**config.mk**
```make
export PLATFORM = sky130hd
export DESIGN_NAME = natt_ctrl
export DESIGN_NICKNAME = d
export VERILOG_FILES = /design/src/design/natt_pkg.sv /design/src/design/natt_ctrl.sv
export SDC_FILE = /design/constraint.sdc
export NUM_CORES = 1
export LEC_CHECK = 0
export ABC_CLOCK_PERIOD_IN_PS = 3070
export BUFFER_PORTS_ARGS = -buffer_cell sky130_fd_sc_hd__buf_2
export CAP_MARGIN = 15
export CORE_AREA = 2 2 39 41
export CTS_BUF_LIST = sky130_fd_sc_hd__clkbuf_8 sky130_fd_sc_hd__clkbuf_16
export CTS_CLUSTER_DIAMETER = 60
export DETAILED_ROUTE_END_ITERATION = 16
export DIE_AREA = 0 0 41 43
export HOLD_SLACK_MARGIN = 0.03
export PLACE_DENSITY = 0.57
export SYNTH_ARGS = -nofsm -noshare
export SYNTH_HDL_FRONTEND = slang
export SYNTH_SLANG_ARGS = --single-unit
```
**constraint.sdc**
```tcl
create_clock -name clk_i -period 3.07 [get_ports clk_i]
set_input_delay 0.1535 -clock clk_i [delete_from_list [all_inputs] [get_ports clk_i]]
set_output_delay 0.1535 -clock clk_i [all_outputs]
set_load 0.05 [all_outputs]
```
**src/design/natt_pkg.sv**
```systemverilog
// Shared types, widths and codes for the NAT translation table.
package natt_pkg;

  localparam int unsigned NATT_TABLE_DEPTH = 16;

  localparam int unsigned ADDR_W      = 64;
  localparam int unsigned PROTO_W     = 8;
  localparam int unsigned IDENT_W     = 16;
  localparam int unsigned IFACE_W     = 2;
  localparam int unsigned STATUS_W    = 2;
  localparam int unsigned ENTRY_IDX_W = 4;
  localparam int unsigned PREFIX_W    = 16;
  localparam int unsigned CFG_IDX_W   = 2;
  localparam int unsigned CFG_DATA_W  = 64;

  localparam logic [PROTO_W-1:0] PROTO_ICMP6 = 8'd58;
  localparam logic [PROTO_W-1:0] PROTO_UDP   = 8'd17;
  localparam logic [IDENT_W-1:0] ID_START    = 16'h0080;

  typedef enum logic {
    OP_OUTBOUND = 1'b0,
    OP_INBOUND  = 1'b1
  } op_e;

  typedef enum logic [STATUS_W-1:0] {
    ST_TRANSLATED = 2'd0,
    ST_INSIDE     = 2'd1,
    ST_FULL       = 2'd2,
    ST_NO_MATCH   = 2'd3
  } status_e;

  typedef enum logic [CFG_IDX_W-1:0] {
    CFG_NAT_HIGH = 2'd0,
    CFG_NAT_LOW  = 2'd1,
    CFG_PREFIX_A = 2'd2,
    CFG_PREFIX_B = 2'd3
  } cfg_idx_e;

  typedef enum logic [2:0] {
    RES_OUT_XLATE = 3'd0,
    RES_INSIDE    = 3'd1,
    RES_FULL      = 3'd2,
    RES_IN_XLATE  = 3'd3,
    RES_NO_MATCH  = 3'd4
  } res_sel_e;

  // Commands from the controller to the datapath.
  typedef struct packed {
    logic     in_ready;
    logic     capture;
    logic     scan_clr;
    logic     scan_inc;
    logic     rd_issue;
    logic     commit;
    res_sel_e res_sel;
  } cmd_t;

  // Status from the datapath to the controller.
  typedef struct packed {
    logic in_valid;
    logic is_inbound;
    logic inside_hit;
    logic proto_ok;
    logic free_hit;
    logic scan_last;
    logic cmp_valid;
    logic cmp_hit;
    logic cmp_last;
    logic out_free;
  } sts_t;

endpackage

```
**src/design/natt_ctrl.sv**
```systemverilog
// Sequencing state machine of the NAT translation table.
module natt_ctrl (
  input  logic           clk_i,
  input  logic           rst_ni,
  input  natt_pkg::sts_t sts_i,
  output natt_pkg::cmd_t cmd_o
);
  import natt_pkg::*;

  typedef enum logic [2:0] {
    S_IDLE,
    S_CLASSIFY,
    S_SCAN_OUT,
    S_SCAN_IN,
    S_FINISH
  } state_e;

  state_e   state_q, state_d;
  res_sel_e res_sel_q, res_sel_d;

  always_comb begin
    cmd_o         = '0;
    cmd_o.res_sel = res_sel_q;
    state_d       = state_q;
    res_sel_d     = res_sel_q;
    unique case (state_q)
      S_IDLE: begin
        cmd_o.in_ready = 1'b1;
        if (sts_i.in_valid) begin
          cmd_o.capture  = 1'b1;
          cmd_o.scan_clr = 1'b1;
          state_d        = S_CLASSIFY;
        end
      end
      S_CLASSIFY: begin
        if (!sts_i.is_inbound) begin
          if (sts_i.inside_hit) begin
            res_sel_d = RES_INSIDE;
            state_d   = S_FINISH;
          end else begin
            state_d = S_SCAN_OUT;
          end
        end else if (sts_i.proto_ok) begin
          state_d = S_SCAN_IN;
        end else begin
          res_sel_d = RES_NO_MATCH;
          state_d   = S_FINISH;
        end
      end
      S_SCAN_OUT: begin
        if (sts_i.free_hit) begin
          res_sel_d = RES_OUT_XLATE;
          state_d   = S_FINISH;
        end else if (sts_i.scan_last) begin
          res_sel_d = RES_FULL;
          state_d   = S_FINISH;
        end else begin
          cmd_o.scan_inc = 1'b1;
        end
      end
      S_SCAN_IN: begin
        // Reads are issued one entry ahead of the compare.
        if (sts_i.cmp_hit) begin
          res_sel_d = RES_IN_XLATE;
          state_d   = S_FINISH;
        end else if (sts_i.cmp_valid && sts_i.cmp_last) begin
          res_sel_d = RES_NO_MATCH;
          state_d   = S_FINISH;
        end else begin
          cmd_o.rd_issue = 1'b1;
        end
      end
      S_FINISH: begin
        if (sts_i.out_free) begin
          cmd_o.commit = 1'b1;
          state_d      = S_IDLE;
        end
      end
      default: begin
        state_d = S_IDLE;
      end
    endcase
  end

  always_ff @(posedge clk_i or negedge rst_ni) begin
    if (!rst_ni) begin
      state_q   <= S_IDLE;
      res_sel_q <= RES_NO_MATCH;
    end else begin
      state_q   <= state_d;
      res_sel_q <= res_sel_d;
    end
  end

endmodule

```
==> results.tsv <==
metric	value	unit
die_h	43	um
rows	14	
synth_compound_area_share	15.89	%
via_count	381	
gp_congestion	0.7259	
cts.path.max_buffers	2	
avgSynthCellArea	9.340	sq um
crit_chain	nand2b_1 > a21oi_1 > nand2b_1 > inv_1 > buf_2	
fmax	583.4	MHz
start_kind	flip-flop	
yosys.area.top_type	dfrtp_1	
portBuffers	20	
powerDensity	1184	nW/um^2
cp.required	2920	ps
period_needed	1714	ps
crit_type	reg2out	
grt_max_degree	13	
path_buf_inv	2	
p_leak	0.3088	nW
final_common_cell	buf_2	
syn-num-nets	55	
yosysTopAreaCellShare	31.15	%
die_width	41	um
grt_pass1_vias	368	
cts-root-buf	clkbuf_8	
p_sw	0.0003317	W
syn_area	401.6	sq um
n_antenna_cell	0	
p_total	0.0006592	W
period_share	55.84	%
synthAdderAreaFrac	0	%
antenna_found_initial	0	
rsz0062_at_grt	false	
path_clk_slew	40	ps
nets	78	
cp_max_fo	12	
final_cell_mix	buf_2 (20), dfrtp_1 (5), nand2_1 (4)	
worst_path_most_repeated_cell	nand2b_1	
hold_viol	0	
fin_worst_skew	3.187	ps
drt_iter0_drc	8	
status	finished clean	
cts.sinks	6	
ys_top_cells_by_area	dfrtp_1 (31%), mux2_4 (11%), dfstp_2 (6.5%), nand2b_1 (4.7%), nor4b_1 (4.4%)	
synthMuxAreaShare	13.71	%
clockPowerShare	19.6	%
design.portCount	21	
grt_pass1_wl	1552	um
drtPass1Iterations	4	
drive_above_1_share	41.54	%
whs	125.2	ps
wirelength	956	um
grt_overflow_total	0	
critPathArrivalTime	1560	ps
crit_slowest_cell	dfrtp_1	
viasPerCell	4.704	
irDropWorstVdd	0.4974	mV
syn_inst	43	
ys_seq_area_share	37.69	%
grtUsageTotal	14.00	%
setup_viol	0	
synthSimpleGateAreaFrac	25.86	%
tightest_slew	336.9	ps
synthXorXnorAreaFrac	0	%
insertion_delay	230	ps
slew_violations	0	
die_area	1763	sq um
synthDistinctLibCells	24	
internal-power	0.0003275	W
drc_errors	0	
critPathTopFamily	flip-flops	
hold_class	in2reg	
drv_cap	0	
synth_top_family_by_area	simple AND/OR/NAND/NOR gates	
cts_tree	built	
syn_to_final_growth	38.63	%
final_util	40.24	%
fp.coreArea	1384	sq um
seqPwrFrac	25.8	%
timing.slew.headroom	77.54	%
numCtsBuffers	3	
final.setup.tns	0	ps
postRouteAntennaNets	0	
cts_htree_levels	1	
synth_seq_cells	6	
p_sw_share	50.32	%
cts_resized	0	
comb_power_share	54.6	%
start_util	29.02	%
post_drt_wl_per_cell	11.80	um
crit_path_max_incr_delay	530	ps
end_kind	primary output	
ys.warnings.count	0	
## worst register-to-register path, cell delays in order, from the launching register on
cell      delay [ps]
dfrtp_1          530
nand2b_1         150
a21oi_1          200
a221o_1          310
mux2_4           320
## area by class of cell
| type | count | area, sq um |
|---|---|---|
| clock buffers | 3 | 41.29 |
| clock inverters | 1 | 3.754 |
| fillers | 142 | 827.0 |
| inverters | 2 | 7.507 |
| multi-input cells | 32 | 222.7 |
| flip-flops and latches | 6 | 151.4 |
| well taps | 16 | 20.02 |
| repair buffers | 21 | 110.1 |
## synth_stat cells
cell type,number
dfrtp_1,5
nand2_1,4
mux2_4,3
nand2b_1,3
o21ai_0,3
and2b_1,2
buf_4,2
inv_1,2
nor2_1,2
nor4b_1,2
o31ai_1,2
a21oi_1,1
a221o_1,1
a31oi_1,1
and2_1,1
and3_1,1
clkbuf_2,1
dfstp_2,1
mux2i_1,1
nor2b_1,1
nor3_1,1
nor4_1,1
o21ai_1,1
o21bai_1,1
## through the flow
stage | instances | setup slack [ps] | cell area [sq um]
detailed placement | 76 | 1462 | 501.7
finish | 81 | 1356 | 556.8
floorplan | 43 | 392.3 | 401.6
CTS | 81 | 1360 | 556.8
global placement | 76 | 1522 | 501.7
global route | 81 | 1249 | 556.8
## routing by layer
| metal | track usage [%] | wire (um) | up-vias |
|---|---|---|---|
| met5 | 0 | 0 | - |
| met1 | 16.23 | 430 | 167 |
| li1 | - | - | 197 |
| met4 | 6.000 | 19 | 0 |
| met2 | 20.31 | 448 | 15 |
| met3 | 7.853 | 58 | 2 |
## sequential cells by signal, indices dropped and copies added (netlist names)
| signal | flops |
|---|---|
| res_sel_q | 3 |
| state_q | 3 |
## final timing paths
path                                                from                       end  slack (ps)  cells past startpoint
worst max-delay path              state_q[0]$_DFFE_PN0P_                  cmd_o[4]        1360                      5
worst min-delay path                            sts_i[0]    state_q[2]$_DFFE_PN0P_         130                      2
worst max register to register    state_q[0]$_DFFE_PN0P_  res_sel_q[1]$_DFFE_PN0P_        1450                      4
worst min register to register  res_sel_q[1]$_DFFE_PN0P_  res_sel_q[1]$_DFFE_PN0P_         500                      1
max in group asynchronous                         rst_ni  res_sel_q[2]$_DFFE_PN1P_        2560                      2
min in group asynchronous                         rst_ni    state_q[1]$_DFFE_PN0P_         290                      2
## power by group through the flow
| stage | clock network (W) | logic, W | registers (W) |
|---|---|---|---|
| 2_1_floorplan | 0 | 0.000259 | 0.000214 |
| 3_3_place_gp | 0 | 0.000360 | 0.000168 |
| 3_5_place_dp | 0 | 0.000363 | 0.000170 |
| 4_1_cts | 0.000130 | 0.000363 | 0.000170 |
| 5_1_grt | 0.000136 | 0.000384 | 0.000180 |
| 6_report | 0.000129 | 0.000360 | 0.000170 |
## logic make-up after synthesis
logic type	Yosys count
compound gates	10
simple gates	18
buf+inv	5
flops	6
mux	4
## what timing repair did
| action | 4_1_cts | 5_1_grt |
|---|---|---|
| hold buffers | 1 | 0 |
| endpoints found under the hold margin | 6 | 0 |
| buffers inserted | 0 | 0 |
(Power assumes the default switching activity.)
